===== src/rtl/kst_pkg.sv =====
`default_nettype none
// ----------------------------------------------------------------------------
// kst_pkg
// Shared types, codes and helper functions of the keyword token scanner.
// ----------------------------------------------------------------------------
package kst_pkg;

   localparam int MAX_SOURCE_BYTES = 65536;
   localparam int MAX_TOKEN_LENGTH = 255;

   localparam int OFS_W = $clog2(MAX_SOURCE_BYTES);
   localparam logic [7:0] LEN_CAP =
      (MAX_TOKEN_LENGTH < 255) ? 8'(MAX_TOKEN_LENGTH) : 8'd255;

   localparam int QUEUE_DEPTH = 4;
   localparam int QPTR_W      = $clog2(QUEUE_DEPTH);
   localparam int QCNT_W      = $clog2(QUEUE_DEPTH + 1);

   // Token kinds.
   localparam logic [3:0] KIND_NUMBER  = 4'd0;
   localparam logic [3:0] KIND_IDENT   = 4'd1;
   localparam logic [3:0] KIND_LET     = 4'd2;
   localparam logic [3:0] KIND_PRINT   = 4'd3;
   localparam logic [3:0] KIND_ASSIGN  = 4'd4;
   localparam logic [3:0] KIND_PLUS    = 4'd5;
   localparam logic [3:0] KIND_MINUS   = 4'd6;
   localparam logic [3:0] KIND_STAR    = 4'd7;
   localparam logic [3:0] KIND_SLASH   = 4'd8;
   localparam logic [3:0] KIND_SEMI    = 4'd9;
   localparam logic [3:0] KIND_LPAREN  = 4'd10;
   localparam logic [3:0] KIND_RPAREN  = 4'd11;
   localparam logic [3:0] KIND_UNKNOWN = 4'd12;
   localparam logic [3:0] KIND_EOF     = 4'd13;

   // Open run kinds.
   localparam logic [1:0] RUN_NONE   = 2'd0;
   localparam logic [1:0] RUN_NUMBER = 2'd1;
   localparam logic [1:0] RUN_IDENT  = 2'd2;

   // Keyword prefix tracking.
   localparam logic [2:0] KP_NONE  = 3'd0;
   localparam logic [2:0] KP_LET   = 3'd1;
   localparam logic [2:0] KP_PRINT = 3'd2;

   // Characters.
   localparam logic [7:0] CHAR_NUL    = 8'h00;
   localparam logic [7:0] CHAR_SPACE  = 8'h20;
   localparam logic [7:0] CHAR_TAB    = 8'h09;
   localparam logic [7:0] CHAR_CR     = 8'h0D;
   localparam logic [7:0] CHAR_ZERO   = 8'h30;
   localparam logic [7:0] CHAR_NINE   = 8'h39;
   localparam logic [7:0] CHAR_UC_A   = 8'h41;
   localparam logic [7:0] CHAR_UC_Z   = 8'h5A;
   localparam logic [7:0] CHAR_LC_A   = 8'h61;
   localparam logic [7:0] CHAR_LC_Z   = 8'h7A;
   localparam logic [7:0] CHAR_E      = 8'h65;
   localparam logic [7:0] CHAR_I      = 8'h69;
   localparam logic [7:0] CHAR_L      = 8'h6C;
   localparam logic [7:0] CHAR_N      = 8'h6E;
   localparam logic [7:0] CHAR_P      = 8'h70;
   localparam logic [7:0] CHAR_R      = 8'h72;
   localparam logic [7:0] CHAR_T      = 8'h74;
   localparam logic [7:0] CHAR_EQUAL  = 8'h3D;
   localparam logic [7:0] CHAR_PLUS   = 8'h2B;
   localparam logic [7:0] CHAR_MINUS  = 8'h2D;
   localparam logic [7:0] CHAR_STAR   = 8'h2A;
   localparam logic [7:0] CHAR_SLASH  = 8'h2F;
   localparam logic [7:0] CHAR_SEMI   = 8'h3B;
   localparam logic [7:0] CHAR_LPAREN = 8'h28;
   localparam logic [7:0] CHAR_RPAREN = 8'h29;

   typedef struct packed {
      logic [7:0] data_byte;
      logic       end_of_source;
   } req_type;

   typedef struct packed {
      logic [3:0]  token_kind;
      logic [15:0] token_start;
      logic [7:0]  token_length;
      logic [7:0]  token_byte;
      logic        last_of_run;
   } rsp_type;

   typedef struct packed {
      logic [3:0]  kind;
      logic [15:0] start;
      logic [7:0]  length;
      logic [7:0]  tbyte;
   } token_type;

   // All tokens caused by one input item, in emission order.
   typedef struct packed {
      logic [1:0]           count;
      token_type [2:0]      tok;
   } bundle_type;

   function automatic logic [7:0] let_char(input logic [1:0] pos);
      logic [7:0] ch;
      case (pos)
         2'd0:    ch = CHAR_L;
         2'd1:    ch = CHAR_E;
         2'd2:    ch = CHAR_T;
         default: ch = CHAR_NUL;
      endcase
      return ch;
   endfunction

   function automatic logic [7:0] print_char(input logic [2:0] pos);
      logic [7:0] ch;
      case (pos)
         3'd0:    ch = CHAR_P;
         3'd1:    ch = CHAR_R;
         3'd2:    ch = CHAR_I;
         3'd3:    ch = CHAR_N;
         3'd4:    ch = CHAR_T;
         default: ch = CHAR_NUL;
      endcase
      return ch;
   endfunction

   function automatic logic [3:0] op_kind(input logic [7:0] ch);
      logic [3:0] k;
      case (ch)
         CHAR_EQUAL:  k = KIND_ASSIGN;
         CHAR_PLUS:   k = KIND_PLUS;
         CHAR_MINUS:  k = KIND_MINUS;
         CHAR_STAR:   k = KIND_STAR;
         CHAR_SLASH:  k = KIND_SLASH;
         CHAR_SEMI:   k = KIND_SEMI;
         CHAR_LPAREN: k = KIND_LPAREN;
         CHAR_RPAREN: k = KIND_RPAREN;
         default:     k = KIND_UNKNOWN;
      endcase
      return k;
   endfunction

endpackage
`default_nettype wire


===== src/rtl/kst_front.sv =====
`default_nettype none
// ----------------------------------------------------------------------------
// kst_front
// Accepts source bytes, tracks the open run and builds the token bundle
// that each byte causes.
// ----------------------------------------------------------------------------
module kst_front (
   input  wire logic                 clock,
   input  wire logic                 reset,
   input  wire logic                 req_valid,
   output logic                      req_stall,
   input  wire kst_pkg::req_type     req_payload,
   input  wire logic                 queue_full,
   output logic                      push,
   output kst_pkg::bundle_type       push_data
);
   import kst_pkg::*;

   logic [1:0]       run_kind_ff, run_kind_in;
   logic [15:0]      run_start_ff, run_start_in;
   logic [7:0]       run_length_ff, run_length_in;
   logic [2:0]       kw_prog_ff, kw_prog_in;
   logic [OFS_W-1:0] offset_ff, offset_in;
   logic             discarding_ff, discarding_in;

   logic             accept;
   logic [7:0]       ch;
   logic             is_end, is_digit, is_letter, is_space, extend;
   logic [OFS_W-1:0] offset_next;
   token_type [3:0]  cand;
   logic [3:0]       cand_v;
   bundle_type       bundle;
   logic [2:0]       n;

   function automatic token_type close_tok(input logic [1:0] rk, input logic [2:0] kp,
                                           input logic [15:0] st, input logic [7:0] len);
      token_type t;
      t.start  = st;
      t.length = len;
      t.tbyte  = CHAR_NUL;
      if (rk == RUN_NUMBER) begin
         t.kind = KIND_NUMBER;
      end else if (kp == KP_LET && len == 8'd3) begin
         t.kind = KIND_LET;
      end else if (kp == KP_PRINT && len == 8'd5) begin
         t.kind = KIND_PRINT;
      end else begin
         t.kind = KIND_IDENT;
      end
      return t;
   endfunction

   assign req_stall = queue_full;
   assign accept    = req_valid && !queue_full;
   assign ch        = req_payload.data_byte;
   assign is_end    = req_payload.end_of_source;
   assign is_digit  = ch inside {[CHAR_ZERO:CHAR_NINE]};
   assign is_letter = ch inside {[CHAR_UC_A:CHAR_UC_Z], [CHAR_LC_A:CHAR_LC_Z]};
   assign is_space  = ch inside {CHAR_SPACE, [CHAR_TAB:CHAR_CR]};
   assign extend    = (run_kind_ff == RUN_NUMBER && is_digit) ||
                      (run_kind_ff == RUN_IDENT && (is_digit || is_letter));
   assign offset_next = (offset_ff == OFS_W'(MAX_SOURCE_BYTES - 1)) ?
                        '0 : offset_ff + OFS_W'(1);

   always_comb begin
      run_kind_in   = run_kind_ff;
      run_start_in  = run_start_ff;
      run_length_in = run_length_ff;
      kw_prog_in    = kw_prog_ff;
      offset_in     = offset_ff;
      discarding_in = discarding_ff;
      cand_v        = '0;
      cand          = '0;
      if (accept) begin
         if (discarding_ff) begin
            if (is_end) begin
               discarding_in = 1'b0;
               offset_in     = '0;
            end
         end else if (ch == CHAR_NUL) begin
            cand_v[0] = (run_kind_ff != RUN_NONE);
            cand[0]   = close_tok(run_kind_ff, kw_prog_ff, run_start_ff, run_length_ff);
            cand_v[3] = 1'b1;
            cand[3]   = '{kind: KIND_EOF, start: 16'(offset_ff), length: 8'd0,
                          tbyte: CHAR_NUL};
            run_kind_in   = RUN_NONE;
            run_start_in  = '0;
            run_length_in = '0;
            kw_prog_in    = KP_NONE;
            if (is_end) begin
               offset_in = '0;
            end else begin
               discarding_in = 1'b1;
            end
         end else begin
            if (extend) begin
               if (run_kind_ff == RUN_IDENT) begin
                  if (kw_prog_ff == KP_LET &&
                      (run_length_ff >= 8'd3 || ch != let_char(run_length_ff[1:0]))) begin
                     kw_prog_in = KP_NONE;
                  end else if (kw_prog_ff == KP_PRINT &&
                      (run_length_ff >= 8'd5 || ch != print_char(run_length_ff[2:0]))) begin
                     kw_prog_in = KP_NONE;
                  end
               end
               if (run_length_ff < LEN_CAP) begin
                  run_length_in = run_length_ff + 8'd1;
               end
            end else begin
               cand_v[0] = (run_kind_ff != RUN_NONE);
               cand[0]   = close_tok(run_kind_ff, kw_prog_ff, run_start_ff, run_length_ff);
               run_kind_in   = RUN_NONE;
               run_start_in  = '0;
               run_length_in = '0;
               kw_prog_in    = KP_NONE;
               if (is_digit) begin
                  run_kind_in   = RUN_NUMBER;
                  run_start_in  = 16'(offset_ff);
                  run_length_in = 8'd1;
               end else if (is_letter) begin
                  run_kind_in   = RUN_IDENT;
                  run_start_in  = 16'(offset_ff);
                  run_length_in = 8'd1;
                  kw_prog_in    = (ch == CHAR_L) ? KP_LET :
                                  (ch == CHAR_P) ? KP_PRINT : KP_NONE;
               end else if (!is_space) begin
                  cand_v[1] = 1'b1;
                  cand[1]   = '{kind: op_kind(ch), start: 16'(offset_ff), length: 8'd1,
                                tbyte: ch};
               end
            end
            offset_in = offset_next;
            // The end flag closes whatever run is open after this byte.
            if (is_end) begin
               cand_v[2] = (run_kind_in != RUN_NONE);
               cand[2]   = close_tok(run_kind_in, kw_prog_in, run_start_in, run_length_in);
               cand_v[3] = 1'b1;
               cand[3]   = '{kind: KIND_EOF, start: 16'(offset_next), length: 8'd0,
                             tbyte: CHAR_NUL};
               run_kind_in   = RUN_NONE;
               run_start_in  = '0;
               run_length_in = '0;
               kw_prog_in    = KP_NONE;
               offset_in     = '0;
            end
         end
      end
   end

   // Pack the candidate tokens in order; at most three are ever present.
   always_comb begin
      bundle = '0;
      n      = 3'd0;
      for (int i = 0; i < 4; i++) begin
         if (cand_v[i] && n < 3'd3) begin
            bundle.tok[n[1:0]] = cand[i];
            n = n + 3'd1;
         end
      end
      bundle.count = n[1:0];
   end

   assign push      = accept && (n != 3'd0);
   assign push_data = bundle;

   always_ff @(posedge clock) begin
      if (reset) begin
         run_kind_ff   <= RUN_NONE;
         run_start_ff  <= '0;
         run_length_ff <= '0;
         kw_prog_ff    <= KP_NONE;
         offset_ff     <= '0;
         discarding_ff <= 1'b0;
      end else begin
         run_kind_ff   <= run_kind_in;
         run_start_ff  <= run_start_in;
         run_length_ff <= run_length_in;
         kw_prog_ff    <= kw_prog_in;
         offset_ff     <= offset_in;
         discarding_ff <= discarding_in;
      end
   end

endmodule
`default_nettype wire


===== src/rtl/kst_queue.sv =====
`default_nettype none
// ----------------------------------------------------------------------------
// kst_queue
// Short register queue of token bundles between front and back.
// ----------------------------------------------------------------------------
module kst_queue (
   input  wire logic                 clock,
   input  wire logic                 reset,
   input  wire logic                 push,
   input  wire kst_pkg::bundle_type  push_data,
   output logic                      full,
   input  wire logic                 pop,
   output kst_pkg::bundle_type       head,
   output logic                      empty
);
   import kst_pkg::*;

   bundle_type        entry_ff [QUEUE_DEPTH];
   logic [QPTR_W-1:0] wr_ptr_ff, wr_ptr_in;
   logic [QPTR_W-1:0] rd_ptr_ff, rd_ptr_in;
   logic [QCNT_W-1:0] count_ff, count_in;

   function automatic logic [QPTR_W-1:0] ptr_next(input logic [QPTR_W-1:0] p);
      return (p == QPTR_W'(QUEUE_DEPTH - 1)) ? '0 : p + QPTR_W'(1);
   endfunction

   assign full  = (count_ff == QCNT_W'(QUEUE_DEPTH));
   assign empty = (count_ff == '0);
   assign head  = entry_ff[rd_ptr_ff];

   always_comb begin
      wr_ptr_in = push ? ptr_next(wr_ptr_ff) : wr_ptr_ff;
      rd_ptr_in = pop ? ptr_next(rd_ptr_ff) : rd_ptr_ff;
      count_in  = count_ff;
      if (push && !pop) begin
         count_in = count_ff + QCNT_W'(1);
      end else if (pop && !push) begin
         count_in = count_ff - QCNT_W'(1);
      end
   end

   always_ff @(posedge clock) begin
      if (push) begin
         entry_ff[wr_ptr_ff] <= push_data;
      end
   end

   always_ff @(posedge clock) begin
      if (reset) begin
         wr_ptr_ff <= '0;
         rd_ptr_ff <= '0;
         count_ff  <= '0;
      end else begin
         wr_ptr_ff <= wr_ptr_in;
         rd_ptr_ff <= rd_ptr_in;
         count_ff  <= count_in;
      end
   end

endmodule
`default_nettype wire


===== src/rtl/kst_back.sv =====
`default_nettype none
// ----------------------------------------------------------------------------
// kst_back
// Walks the tokens of the head bundle and drives them out through an
// output register, one token per cycle while the output is not stalled.
// ----------------------------------------------------------------------------
module kst_back (
   input  wire logic                 clock,
   input  wire logic                 reset,
   input  wire kst_pkg::bundle_type  head,
   input  wire logic                 empty,
   output logic                      pop,
   output logic                      rsp_valid,
   input  wire logic                 rsp_stall,
   output kst_pkg::rsp_type          rsp_payload
);
   import kst_pkg::*;

   logic [1:0] idx_ff, idx_in;
   logic       rsp_valid_ff, rsp_valid_in;
   rsp_type    rsp_ff, rsp_in;
   logic       load, is_last;
   token_type  cur;

   assign load    = !rsp_valid_ff || !rsp_stall;
   assign cur     = head.tok[idx_ff];
   assign is_last = (idx_ff == head.count - 2'd1);
   assign pop     = load && !empty && is_last;

   always_comb begin
      idx_in       = idx_ff;
      rsp_valid_in = rsp_valid_ff;
      rsp_in       = rsp_ff;
      if (load) begin
         rsp_valid_in = !empty;
         if (!empty) begin
            rsp_in = '{token_kind: cur.kind, token_start: cur.start,
                       token_length: cur.length, token_byte: cur.tbyte,
                       last_of_run: is_last};
            idx_in = is_last ? 2'd0 : idx_ff + 2'd1;
         end
      end
   end

   always_ff @(posedge clock) begin
      rsp_ff <= rsp_in;
   end

   always_ff @(posedge clock) begin
      if (reset) begin
         idx_ff       <= 2'd0;
         rsp_valid_ff <= 1'b0;
      end else begin
         idx_ff       <= idx_in;
         rsp_valid_ff <= rsp_valid_in;
      end
   end

   assign rsp_valid   = rsp_valid_ff;
   assign rsp_payload = rsp_ff;

endmodule
`default_nettype wire


===== src/rtl/keyword_token_scanner_top.sv =====
`default_nettype none
// ----------------------------------------------------------------------------
// keyword_token_scanner_top
// Byte-serial lexer: source bytes in, number, identifier, keyword, operator,
// unknown and end-of-file tokens out.
//
//   Channel  Direction  Handshake              Carries
//   req_     in         req_valid / req_stall  one source byte and end flag
//   rsp_     out        rsp_valid / rsp_stall  one token with last_of_run
//
// A byte is taken every cycle while the bundle queue (four entries) has room.
// Its tokens leave one per cycle from the output register while rsp_stall is low;
// the first token is registered in a queue entry, then in the output register.
// Reset clears the run state, the queue and the output valid. A stalled output
// fills the queue, then stalls input.
// ----------------------------------------------------------------------------
module keyword_token_scanner_top (
   input  wire logic              clock,
   input  wire logic              reset,
   input  wire logic              req_valid,
   output logic                   req_stall,
   input  wire kst_pkg::req_type  req_payload,
   output logic                   rsp_valid,
   input  wire logic              rsp_stall,
   output kst_pkg::rsp_type       rsp_payload
);
   import kst_pkg::*;

   logic       push, pop, full, empty;
   bundle_type push_data, head;

   kst_front u_front (
      .clock       (clock),
      .reset       (reset),
      .req_valid   (req_valid),
      .req_stall   (req_stall),
      .req_payload (req_payload),
      .queue_full  (full),
      .push        (push),
      .push_data   (push_data)
   );

   kst_queue u_queue (
      .clock     (clock),
      .reset     (reset),
      .push      (push),
      .push_data (push_data),
      .full      (full),
      .pop       (pop),
      .head      (head),
      .empty     (empty)
   );

   kst_back u_back (
      .clock       (clock),
      .reset       (reset),
      .head        (head),
      .empty       (empty),
      .pop         (pop),
      .rsp_valid   (rsp_valid),
      .rsp_stall   (rsp_stall),
      .rsp_payload (rsp_payload)
   );

endmodule
`default_nettype wire


===== config.mk =====
export PLATFORM = sky130hd
export DESIGN_NAME = keyword_token_scanner_top
export DESIGN_NICKNAME = d
export VERILOG_FILES = /design/src/rtl/kst_pkg.sv /design/src/rtl/kst_front.sv /design/src/rtl/kst_queue.sv /design/src/rtl/kst_back.sv /design/src/rtl/keyword_token_scanner_top.sv
export SDC_FILE = /design/constraint.sdc
export NUM_CORES = 1
export LEC_CHECK = 0
export BUFFER_PORTS_ARGS = -buffer_cell sky130_fd_sc_hd__buf_4
export CAP_MARGIN = 30
export CORE_MARGIN = 1
export CORE_UTILIZATION = 35
export DETAILED_ROUTE_END_ITERATION = 10
export GPL_ROUTABILITY_DRIVEN = 0
export PLACE_DENSITY = 0.47
export SLEW_MARGIN = 20
export SYNTH_ARGS = -nofsm -noshare
export SYNTH_HDL_FRONTEND = slang
export SYNTH_SLANG_ARGS = --single-unit

===== constraint.sdc =====
create_clock -name clock -period 8.77 [get_ports clock]
set_clock_uncertainty 0.1 [all_clocks]
set_input_delay 1.754 -clock clock [delete_from_list [all_inputs] [get_ports clock]]
set_output_delay 1.754 -clock clock [all_outputs]
set_load 0.1 [all_outputs]

; ---- Word level (Yosys, flattened, before mapping)
; Memory sizes are Yosys's and may differ from the RTL's. A register that Yosys moved wholly into a read port is not among the register bits.
; Index checks and enable logic that the tools add are counted.
; Widths: inputs -> output; s select.
[classes]
add_sub_neg = 11
n_lt_le_gt_ge = 21
eq_ne = 35
mux = 111
n_bitwise = 2
n_reduce_logical = 47
[op_table]
columns = op, count
row1 = $mux 36, 10
row2 = $bwmux 108, 3
row3 = $mux 108, 3
row4 = $mux 144, 2
row5 = $demux 36 s2, 3
row6 = $mux 72, 3
row7 = $mux 16, 10
row8 = $mux 8, 19
row9 = $bmux 36 s2, 1
row10 = $eq 8x6->1 const B, 9
row11 = $mux 3, 17
row12 = $mux 2, 20
row13 = $pmux 7 s5, 1
row14 = $pmux 4 s8, 1
row15 = $logic_and 1x1->1, 24
row16 = $pmux 7 s3, 1
row17 = $mux 4, 5
row18 = $add 16x1->16 const B, 1
row19 = $eq 16x16->1 const B, 1
row20 = $eq 8x2->1 const B, 2
row21 = $eq 8x3->1 const B, 2
row22 = $eq 8x7->1 const B, 2
row23 = $ge 8x7->1 const B, 2
row24 = $le 8x7->1 const B, 2
row25 = 36 further kinds, 83
[totals]
register_bits = 93
ramBits = 440
inputBits = 13
out_inout_bits = 39
wordCells = 244
n_memories = 1
[memory_table]
columns = memory, depth, word_bits, read_ports, rd_ports_with_merged_regs, write_ports, line
row1 = u_queue.entry_ff, 4, 110, 1, 1, 1, kst_queue.sv:18  ; bundle_type entry_ff [QUEUE_DEPTH];

; ---- Logic depth before layout (Yosys ltp)
; Gate-level depths: netlist of the first run.
[depth]
word_depth = 45
ltp_mapped = 20
mapped_depth_nobuf = 17

; ---- Cells and area by module
; A second synthesis of the first run with hierarchy kept.
[unflattened]
hier_cells = 1560
hier_area_um2 = 23691.5
[modules_own_cells]
columns = mod, n_inst, cells_each, area_each_um2, seq_area_each_um2
row1 = kst_queue, 1, 618, 16316.9, 13392.8
row2 = kst_front, 1, 763, 5347.6, 920.9
row3 = kst_back, 1, 179, 2026.9, 1171.1

; ---- Worst setup path before layout of the first run
; Ideal clock, no wire load.
[synth_timing]
kind = input port to flip-flop
startpoint = in req_payload[3] in the netlist's numbering
endpoint = mem u_queue.entry_ff[1][0] in the netlist's numbering, enable pin
setup_time_ps = 471
t_arrival_ps = 7374
t_required_ps = 8199
slack_ps = 824
stages = 14
n_path_buf = 3
cell_sequence = buf_2 -> or4_4 -> nor2_2 -> o211ai_1 -> a21oi_2 -> buf_2 -> ha_1 -> buf_2 -> a21oi_1 -> fa_1 -> inv_1 -> ha_1 -> a211oi_4 -> and2_1
[synth_between]
elab_chain_cells = 24
elab_cells_between_ends = 54
cone_classes = add/sub (3) / order compare (11) / eq/ne (1) / mux (22) / reduce/logical (17)
[synth_lines]
columns = element, line
row1 = from (decl), keyword_token_scanner_top.sv:22  ; input wire kst_pkg::req_type req_payload,
row2 = $ge 8x7->1 / $le 8x7->1 (equally long branches), kst_front.sv:58  ; assign is_letter = ch inside {[CHAR_UC_A:CHAR_UC_Z], [CHAR_LC_A:CHAR_LC_Z]};
row3 = $logic_and 1x1->1, kst_front.sv:58
row4 = $reduce_bool 2->1, kst_front.sv:58
row5 = $logic_or 1x1->1, kst_front.sv:61  ; (run_kind_ff == RUN_IDENT && (is_digit || is_letter));
row6 = $logic_and 1x1->1, kst_front.sv:61
row7 = $logic_or 1x1->1, kst_front.sv:60  ; assign extend = (run_kind_ff == RUN_NUMBER && is_digit) ||
row8 = $mux 2, kst_front.sv:96  ; if (extend) begin
row9 = $mux 1 / $mux 2 (equally long branches), kst_front.sv:80  ; end else if (ch == CHAR_NUL) begin
row10 = [... 9 more ...], n/a
row11 = $lt 3x2->1, kst_front.sv:155  ; if (cand_v[i] && n < 3'd3) begin
row12 = $logic_and 1x1->1, kst_front.sv:155
row13 = $mux 3 *, kst_front.sv:155
row14 = $reduce_bool 3->1 *, kst_front.sv:163  ; assign push = accept && (n != 3'd0);
row15 = $logic_and 1x1->1 *, kst_front.sv:163
row16 = net push, keyword_token_scanner_top.sv:29  ; logic push, pop, full, empty;
row17 = $mux 1 *, kst_queue.sv:43  ; if (push) begin
row18 = $mux 1 (implied by the code) *, kst_queue.sv:44  ; entry_ff[wr_ptr_ff] <= push_data;
row19 = to (decl), kst_queue.sv:18
; The timed path passes the listed nets; every way through them passes the cells marked *. The select of a mux whose other input is x is not followed.

; ---- Worst setup path after layout of the first run
[layout_timing]
startpoint = in req_payload[3] in the netlist's numbering
endpoint = mem u_queue.entry_ff[2][6] in the netlist's numbering, enable pin
; The elaborated chain is that of the path after synthesis.

==> impl_results.md, run 1 <==
- Worst hold path type: register to register
- Top FF cell, synth: edfxtp_1
- Vias in the first global route: 13260
- Die area: 64130 µm²
- Hpwl dp: 37.64 mm
- Syn Area/Cell: 14.61 µm²
- Via count: 13600
- Fmax: 147.6 MHz
- Synthesized cell area: 22090 µm²
- Static leakage: 8.290 nW
- Capturing point of the worst reg2reg path: u_queue.entry_ff[2][6]
- Critical path startpoint category: input port
- Area of placed instances: 23390 µm²
- Asr flop ratio synth: 0
- Seq/Total Area, Yosys: 0.6519
- Remaining antenna violation count: 0
- CTS Buf Count: 54
- DRC Markers: 0
- Row count: 91
- #FFs+latches synth: 499
- Area Growth Syn to Fin: 14.54%
- Clock tree buffer depth: 3
- DIE HEIGHT: 253.2 µm
- Yosys top cell area share: 0.5994
- Hold Path Sink: u_back.rsp_valid
- Slew @ Worst Pin: 0.9550 ns
- Maxcap violations: 0
- Syn. warnings: 0
- Pin count of the biggest net entering global routing: 57
- Mux contribution to synthesized area: 0.1328
- Fin. Hold Viols: 0
- # fillers: 5683
- Register area: 14410 µm²
- Net switching power: 2.497 mW
- Clk pwr share: 0.326
- Gr usage total: 0.1858
- CTS tree: done
- Total gr overflow: 0
- Synth Net Count: 1548
- CTS Hold Bufs: 0
- Critical path fanouts, max: 40
- Clock Tree Root: clkbuf_16
- Vias/cell: 5.611
- WL/cell: 24.34 µm
- Fin crit share: 0.7726
- Min-delay src: u_back.rsp_valid
- Cts repair resizes: 0
- Post-Synth Simple-Gate Area: 0.07787
- Leading area contributor after synthesis: edfxtp_1
- Setup crit end kind: register
- # diodes: 0
- Initial Util: 0.3560
- Setup CP Type: input port to register
- Pwr dens: 297.1 nW/µm²
- Antenna violations before repair: 1
- Critical R2R Launch: u_queue.count_ff[0]
- Layout cell share with drive strength beyond 1: 0.1986
- Fin crit period: 6.776 ns
- Unrepaired setup endpoints after global routing: false
- EDFF count, synth: 441
- Worst r2r path cells: 13
- Ranking of synthesized cells by area: edfxtp_1, mux4_2, dfxtp_1, mux2i_1, nor2_1
- Crit path DAT: 6.96 ns
- Multi-input combinational cell area: 7000 µm²
- Port Buffers: 51
- Xor/xnor cell area share of the yosys netlist: 0.006343
- Worst vdd ir: 0.3951 mV
- Sw Share: 0.3322
- Die X: 253.2 µm
- Post-CTS Repair Setup Buffers: 0
- Commonest non-fill, non-tap cell in the layout: edfxtp_1
- Worst relative slew slack: 0.3633
- Compound-Gate Fraction of Synth Area: 0.08540
- Number of setup violations in the final report: 0
- First-pass iteration count of the detailed router: 7
- Routed WL: 58.97 mm
- Fin. max-slew vios: 0
- CTS H-tree depth: 2
- Pint: 5.020 mW
- Core area: 62050 µm²
- Clock Latency Late Sink: 0.61 ns
- Post-Synth Adder-Cell Area: 0.01370
- Seq pwr share: 0.405
- Worst-path clk slew: 0.06 ns
- Gate power share: 0.269
- Most frequent cells in the layout: edfxtp_1, mux4_2, nor2_1
- Post-synth cell types: 72
- Status: completed
- Hold path depth: 2
- Post-route cell area: 25310 µm²
- Sink Count: 499
- Synthesized netlist cell count: 1512
- Final nets: 1578
- Setup TNS: 0 ns
- Main combinational cell family by area after synthesis: multiplexers
- First-pass GRT wire length: 88.36 mm
- Req. time, crit path: 8.96 ns
- Initial DRC Count: 1140
- Flop2flop setup slack: 3.06 ns
- I/O Pins: 52
[sequential cells by signal, summed over array words and instances (netlist names), named ones only]
register,count
u_back.idx_ff,2
u_back.rsp_payload,37
u_back.rsp_valid,1
u_front.discarding_ff,1
u_front.kw_prog_ff,3
u_front.offset_ff,16
u_front.run_kind_ff,2
u_front.run_length_ff,8
u_front.run_start_ff,16
u_queue.count_ff,3
u_queue.entry_ff,404
u_queue.rd_ptr_ff,2
u_queue.wr_ptr_ff,2
[power groups by stage]
stage / sequential [mW] / clock (mW) / combinational [mW]
after floorplan: 3.70 / 0 / 0.893
after global placement: 3.10 / 0 / 2.05
after detailed placement: 3.10 / 0 / 2.05
after CTS: 3.06 / 2.50 / 2.06
after global routing: 3.08 / 2.59 / 2.15
final: 3.05 / 2.45 / 2.02
[synthesized netlist by cell type, types with 3 or more instances]
| master | instances |
|---|---|
| or3_1 | 13 |
| buf_2 | 27 |
| a21oi_1 | 54 |
| and3_1 | 21 |
| buf_4 | 5 |
| dfxtp_1 | 58 |
| nor3b_2 | 3 |
| inv_1 | 63 |
| mux2i_1 | 49 |
| o21a_1 | 6 |
| ha_1 | 21 |
| and2_1 | 7 |
| a32oi_1 | 5 |
| or4_1 | 5 |
| buf_1 | 17 |
| nand2b_1 | 7 |
| nand4_1 | 13 |
| mux4_2 | 101 |
| clkbuf_1 | 60 |
| a22oi_1 | 22 |
| xor2_1 | 9 |
| nor2b_1 | 4 |
| nand3_1 | 33 |
| o211ai_1 | 4 |
| a21o_1 | 5 |
| o21ai_0 | 65 |
| nor2_1 | 98 |
| nand2_1 | 78 |
| nor3_1 | 25 |
| o31ai_1 | 4 |
| a31oi_1 | 9 |
| o22ai_1 | 56 |
| nand3b_1 | 8 |
| nor3_2 | 4 |
| edfxtp_1 | 441 |
| a221oi_1 | 33 |
| mux2_2 | 15 |
| o21ai_1 | 7 |
| xnor2_1 | 7 |
| nor4_1 | 6 |
[worst max-delay path, cell delays in order]
cell      delay, ns
buf_4          0.18
or4_4          0.57
nor2_2         0.16
o21ai_2        0.08
buf_4          0.22
nor3_2         0.37
ha_1           0.34
nand2_1        0.10
nand4_1        0.62
o21ai_0        0.53
inv_1          0.11
ha_1           0.36
a211oi_4       0.43
and2_4         0.72
buf_4          0.40
[through the flow]
step | instances | util | power (mW) | hold WS [ns] | setup slack [ns]
2_1_floorplan | 1512 | - | 4.597 | 0.3573 | 0.8244
3_3_place_gp | 2320 | 0.3764 | 5.149 | 0.3597 | 1.520
3_5_place_dp | 2323 | 0.3769 | 5.155 | 0.3705 | 1.384
4_1_cts | 2423 | 0.4078 | 7.615 | 0.3808 | 2.025
5_1_grt | 2423 | 0.4078 | 7.814 | 0.4145 | 1.652
6_report | 2423 | 0.4078 | 7.517 | 0.3770 | 1.994
[how the worst max path moves through the flow]
stage | cells past startpoint | end | slack (ns) | from
2_1_floorplan | 14 | u_queue.entry_ff[1][0] | 0.82 | req_payload[3]
3_3_place_gp | 15 | u_queue.entry_ff[2][46] | 1.52 | req_payload[3]
3_5_place_dp | 15 | u_queue.entry_ff[2][46] | 1.38 | req_payload[3]
4_1_cts | 15 | u_queue.entry_ff[2][6] | 2.03 | req_payload[3]
5_1_grt | 15 | u_queue.entry_ff[2][6] | 1.65 | req_payload[3]
6_report | 15 | u_queue.entry_ff[2][6] | 1.99 | req_payload[3]
[cells by family after synthesis]
kind of cell | Yosys count
simple gates | 343
compound gates | 292
flops | 499
mux | 165
buf+inv | 174
xor+xnor | 16
fa+ha+maj | 23
[routing by layer]
layer | wire (µm) | vias up | global-route usage
met5 | 0 | - | 0
met4 | 1145 | 0 | 0.04935
met3 | 3621 | 67 | 0.03002
met2 | 25340 | 450 | 0.2664
met1 | 28860 | 7071 | 0.2886
li1 | - | 6007 | -
[layout make-up]
type | instances | area share
Clock inverter | 34 | 0.01864
Timing Repair Buffer | 83 | 0.02695
Clock buffer | 66 | 0.05716
Sequential cell | 499 | 0.5696
Inverter | 65 | 0.009642
Tap cell | 837 | 0.04138
Multi-Input combinational cell | 839 | 0.2766
(Power assumes the default switching activity.)
==> run 2, diff against run 1 <==
==> constraint.sdc (replaced) <==
create_clock -name clock -period 6.9 [get_ports clock]
set_clock_uncertainty 0.1 [all_clocks]
set_input_delay 1.38 -clock clock [delete_from_list [all_inputs] [get_ports clock]]
set_output_delay 1.38 -clock clock [all_outputs]
set_load 0.1 [all_outputs]
==> impl_results.md, run 2 (same netlist as run 1, synthesis figures left out) <==
- Setup crit end kind: register
- Fin. Hold Viols: 0 (unchanged)
- Fin crit share: 0.8352
- Vias/cell: 5.489 (-2.2%)
- Clock Latency Late Sink: 0.62 ns (about the same)
- Initial DRC Count: 1149 (+0.79%)
- Critical path fanouts, max: 19 (-53%)
- First-pass GRT wire length: 87.68 mm (-0.77%)
- Port Buffers: 51 (unchanged)
- CTS tree: done
- Setup TNS: 0 ns (unchanged)
- Worst relative slew slack: 0.3398 (-0.02349)
- Hpwl dp: 35.87 mm (-4.7%)
- Commonest non-fill, non-tap cell in the layout: edfxtp_1
- First-pass iteration count of the detailed router: 6 (-1)
- Met2 usage in global routing: 0.2842 (+0.01782)
- Maxcap violations: 0 (unchanged)
- Final nets: 1581 (+0.19%)
- Gate power share: 0.282 (+0.013)
- Clk pwr share: 0.297 (-0.029)
- Via count: 13300 (-2.2%)
- Pwr dens: 364.1 nW/µm² (+23%)
- Sw Share: 0.3416 (+0.009439)
- Met3 track demand over resource: 0.03002 (unchanged)
- Gr usage total: 0.1832 (-0.002542)
- Crit path DAT: 6.21 ns (-0.75 ns)
- I/O Pins: 52 (unchanged)
- # diodes: 0 (unchanged)
- Sink Count: 499 (unchanged)
- Seq pwr share: 0.420 (+0.015)
- Initial Util: 0.3560 (unchanged)
- Worst-path clk slew: 0.06 ns (about the same)
- Unrepaired setup endpoints after global routing: false
- Worst vdd ir: 0.2082 mV (-47%)
- Worst hold path type: register to register
- Post-CTS Repair Setup Buffers: 0 (unchanged)
- Area Growth Syn to Fin: 13.82%
- Die X: 253.2 µm (unchanged)
- CTS Hold Bufs: 0 (unchanged)
- CTS Buf Count: 53 (-1.9%)
- Clock Tree Root: clkbuf_16
- Cts repair resizes: 0 (unchanged)
- Antenna violations before repair: 0 (-1)
- Fin. max-slew vios: 0 (unchanged)
- Pint: 6.028 mW (+20%)
- Routed WL: 57.72 mm (-2.1%)
- Static leakage: 8.170 nW (-1.4%)
- Number of setup violations in the final report: 0 (unchanged)
- Total gr overflow: 0 (unchanged)
- Row count: 91 (unchanged)
- WL/cell: 23.82 µm (-2.1%)
- Flop2flop setup slack: 1.93 ns (-1.13 ns)
- Slew @ Worst Pin: 0.9902 ns (+0.03524 ns)
- Pin count of the biggest net entering global routing: 57 (unchanged)
- Die area: 64130 µm² (unchanged)
- Most frequent cells in the layout: edfxtp_1, mux4_2, nor2_1
- DIE HEIGHT: 253.2 µm (unchanged)
- Req. time, crit path: 7.34 ns (-1.62 ns)
- CTS H-tree depth: 2 (unchanged)
- Remaining antenna violation count: 0 (unchanged)
- Fin crit period: 5.763 ns
- DRC Markers: 0 (unchanged)
- Largest register by flop count: u_queue.entry_ff
- Layout cell share with drive strength beyond 1: 0.1929 (-0.005675)
- Setup CP Type: input port to register
- # fillers: 5692 (+0.16%)
- Net switching power: 3.127 mW (+25%)
- Status: completed
- Max reg flops: 404 (unchanged)
- Vias in the first global route: 13550 (+2.2%)
- Critical path startpoint category: input port
- Clock tree buffer depth: 3 (unchanged)
- Most Crowded Layer GR: met2
- Core area: 62050 µm² (unchanged)
- Fmax: 173.5 MHz
- Overall power: 9.155 mW (+22%)
- GR Util met1: 0.2680 (-0.02066)
run 2: changes by cell type in the layout (fill, tap and decap cells not counted), sizes merged:
cell	previous run	this run
buf	83	86
bufinv	11	2
clkinv	19	11
inv	67	66
clkinvlp	2	5
clkbuf	66	78
run 2: worst max-delay path, cell delays in order:
cell      delay [ns]
buf_4           0.18
or4_4           0.56
nor2_2          0.16
o21ai_2         0.09
nor3_2          0.35
ha_1            0.40
a21oi_1         0.15
fa_1            0.67
inv_1           0.12
ha_1            0.34
a211oi_4        0.45
ha_1            0.28
inv_1           0.07
fa_1            0.37
xor2_1          0.17
or3_1           0.31
a21oi_1         0.14
run 2: cell type report:
type	instances	area (µm²)	share of cell area
clock buffer	77	1436	0.05712
clock inverter	19	207.7	0.008260
inverter	65	244.0	0.009702
multi-input combinational	839	7007	0.2786
sequential	499	14410	0.5732
tap	837	1047	0.04165
timing repair buffer	87	790.8	0.03145
run 2: stage by stage:
stage                     hold WS (ns)  utilization  area, µm²  setup slack, ns  std cells
final                           0.3787       0.4052      25150            1.137       2423
after global routing            0.4165       0.4052      25150           0.8224       2423
after CTS                       0.3824       0.4046      25110            1.168       2420
after detailed placement        0.3720       0.3781      23460           0.5279       2324
after global placement          0.3607       0.3776      23430           0.6090       2323
after floorplan                 0.3573            -      22100           0.4338       1512
run 2: per-layer routing:
metal / part of all wire / vias up
li1: - / 5998
met1: 0.47 / 6841
met2: 0.46 / 389
met3: 0.054 / 73
met4: 0.015 / 0
met5: 0 / -
run 2: final timing paths:
| path | from | to | depth (start not counted) |
|---|---|---|---|
| max | req_payload[3] | u_queue.count_ff[2] | 17 |
| min | u_back.rsp_valid | u_back.rsp_valid | 2 |
| max reg2reg | u_queue.count_ff[0] | u_queue.count_ff[2] | 16 |
| min reg2reg | u_back.rsp_valid | u_back.rsp_valid | 2 |
run 2: power groups by stage:
| stage | combinational, mW | clock [mW] | sequential, mW |
|---|---|---|---|
| after floorplan | 1.14 | 0 | 4.70 |
| after global placement | 2.61 | 0 | 3.92 |
| after detailed placement | 2.62 | 0 | 3.92 |
| after CTS | 2.63 | 2.79 | 3.86 |
| after global routing | 2.75 | 2.90 | 3.89 |
| final | 2.59 | 2.72 | 3.85 |
==> run 3, diff against run 2 <==
==> constraint.sdc (replaced) <==
create_clock -name clock -period 6 [get_ports clock]
set_clock_uncertainty 0.1 [all_clocks]
set_input_delay 1.2 -clock clock [delete_from_list [all_inputs] [get_ports clock]]
set_output_delay 1.2 -clock clock [all_outputs]
set_load 0.1 [all_outputs]
==> impl_results.md, run 3 (same netlist as run 1, synthesis figures left out) <==
- Status: completed
- Clock Latency Late Sink: 0.61 ns (about the same)
- Maxcap violations: 0 (unchanged)
- Fin. Hold Viols: 0 (unchanged)
- Antenna violations before repair: 0 (unchanged)
- Row count: 91 (unchanged)
- Fin crit period: 5.036 ns
- DRC Markers: 0 (unchanged)
- Sink Count: 499 (unchanged)
- Hpwl dp: 35.08 mm (-2.2%)
- Max reg flops: 404 (unchanged)
- DIE HEIGHT: 253.2 µm (unchanged)
- # fillers: 5661 (-0.54%)
- Via count: 13280 (-0.14%)
- Layout cell share with drive strength beyond 1: 0.2030 (+0.01005)
- Most frequent cells in the layout: edfxtp_1, mux4_2, nor2_1
- Worst vdd ir: 0.3297 mV (+58%)
- Remaining antenna violation count: 0 (unchanged)
- CTS Hold Bufs: 0 (unchanged)
- Non-filler cells, final: 2443 (+0.83%)
- Pin count of the biggest net entering global routing: 72 (+26%)
- Die area: 64130 µm² (unchanged)
- Worst-path clk slew: 0.05 ns (about the same)
- Core area: 62050 µm² (unchanged)
- Worst Setup Slack, final: 0.9644 ns (-0.1728 ns)
- Commonest non-fill, non-tap cell in the layout: edfxtp_1
- Critical path fanouts, max: 19 (unchanged)
- Setup CP Type: input port to register
- WL/cell: 23.26 µm (-2.3%)
- Pre-CTS setup slack: 0.3822 ns (-0.1457 ns)
- Unrepaired setup endpoints after global routing: false
- Placed cells: 2338 (+0.60%)
- Req. time, crit path: 6.42 ns (-0.92 ns)
- Largest register by flop count: u_queue.entry_ff
- Routed WL: 56.83 mm (-1.5%)
- Clock tree buffer depth: 3 (unchanged)
- Setup crit end kind: register
- Pwr dens: 425.5 nW/µm² (+17%)
- # diodes: 0 (unchanged)
- Post-CTS Repair Setup Buffers: 0 (unchanged)
- Fin crit share: 0.8393
- I/O Pins: 52 (unchanged)
- Static leakage: 8.355 nW (+2.3%)
- Fmax: 198.6 MHz
- CTS tree: done
- Clock Tree Root: clkbuf_16
- CTS H-tree depth: 2 (unchanged)
- Crit path DAT: 5.46 ns (-0.75 ns)
- Port Buffers: 51 (unchanged)
- Vias in the first global route: 13550 (+0.022%)
- Slew @ Worst Pin: 0.9313 ns (-0.05892 ns)
- Flop2flop setup slack: 1.32 ns (-0.61 ns)
- Cts repair resizes: 0 (unchanged)
- First-pass iteration count of the detailed router: 5 (-1)
- Vias/cell: 5.437 (-0.95%)
- First-pass GRT wire length: 86.08 mm (-1.8%)
- Total gr overflow: 0 (unchanged)
- Gr usage total: 0.1798 (-0.003398)
- Final nets: 1596 (+0.95%)
- Initial Util: 0.3560 (unchanged)
- Area Growth Syn to Fin: 15.05%
- Final design utilization: 0.4096 (+0.004396)
- Fin. max-slew vios: 0 (unchanged)
- Worst relative slew slack: 0.3743 (+0.03450)
- Die X: 253.2 µm (unchanged)
- Worst hold path type: register to register
- Initial DRC Count: 974 (-15%)
- CTS Buf Count: 55 (+3.8%)
- Number of setup violations in the final report: 0 (unchanged)
- Critical path startpoint category: input port
run 3: through the flow:
step           cell area (µm²)  hold slack (ns)  setup TNS [ns]  power (mW)
3_3_place_gp             23530           0.3646               0       7.517
3_5_place_dp             23560           0.3731               0       7.543
2_1_floorplan            22100           0.3573         -115.61       6.708
4_1_cts                  25400           0.3821               0       10.98
5_1_grt                  25420           0.4100               0       11.25
6_report                 25420           0.3830               0       10.82
run 3: area by class of cell:
cell class | instances | area, µm² | area share
Multi-Input combinational cell | 839 | 7000 | 0.2754
Tap cell | 837 | 1047 | 0.04120
Timing Repair Buffer | 100 | 878.3 | 0.03455
Clock buffer | 76 | 1495 | 0.05882
Clock inverter | 27 | 340.3 | 0.01339
Sequential cell | 499 | 14410 | 0.5670
Inverter | 65 | 244.0 | 0.009598
run 3: worst paths after layout:
path / from / to / depth (start not counted)
worst min register to register: u_back.rsp_valid / u_back.rsp_valid / 2
worst min-delay path: u_back.rsp_valid / u_back.rsp_valid / 2
worst max-delay path: req_payload[3] / u_queue.count_ff[2] / 17
worst max register to register: u_queue.count_ff[0] / u_queue.count_ff[2] / 16
run 3: per-layer routing:
| metal | vias to the layer above | part of all wire | GRT usage |
|---|---|---|---|
| li1 | 6038 | - | - |
| met1 | 6819 | 0.47 | 0.2558 |
| met2 | 359 | 0.46 | 0.2859 |
| met3 | 67 | 0.047 | 0.02868 |
| met4 | 0 | 0.018 | 0.04693 |
| met5 | - | 0 | 0 |
run 3: critical path, cell delays in order:
cell      delay, ns
buf_4          0.18
or4_4          0.56
nor2_2         0.17
o211ai_1       0.14
a21oi_2        0.19
ha_1           0.28
a21oi_1        0.22
fa_1           0.52
inv_1          0.17
ha_1           0.29
a211oi_4       0.23
ha_1           0.22
inv_1          0.06
fa_1           0.37
xor2_1         0.18
or3_1          0.31
a21oi_1        0.17
run 3: where the power goes:
part	switching [mW]	internal, mW
sequential	0.179	4.26
combinational	2.05	0.927
clock	1.36	2.04
total	3.59	7.23
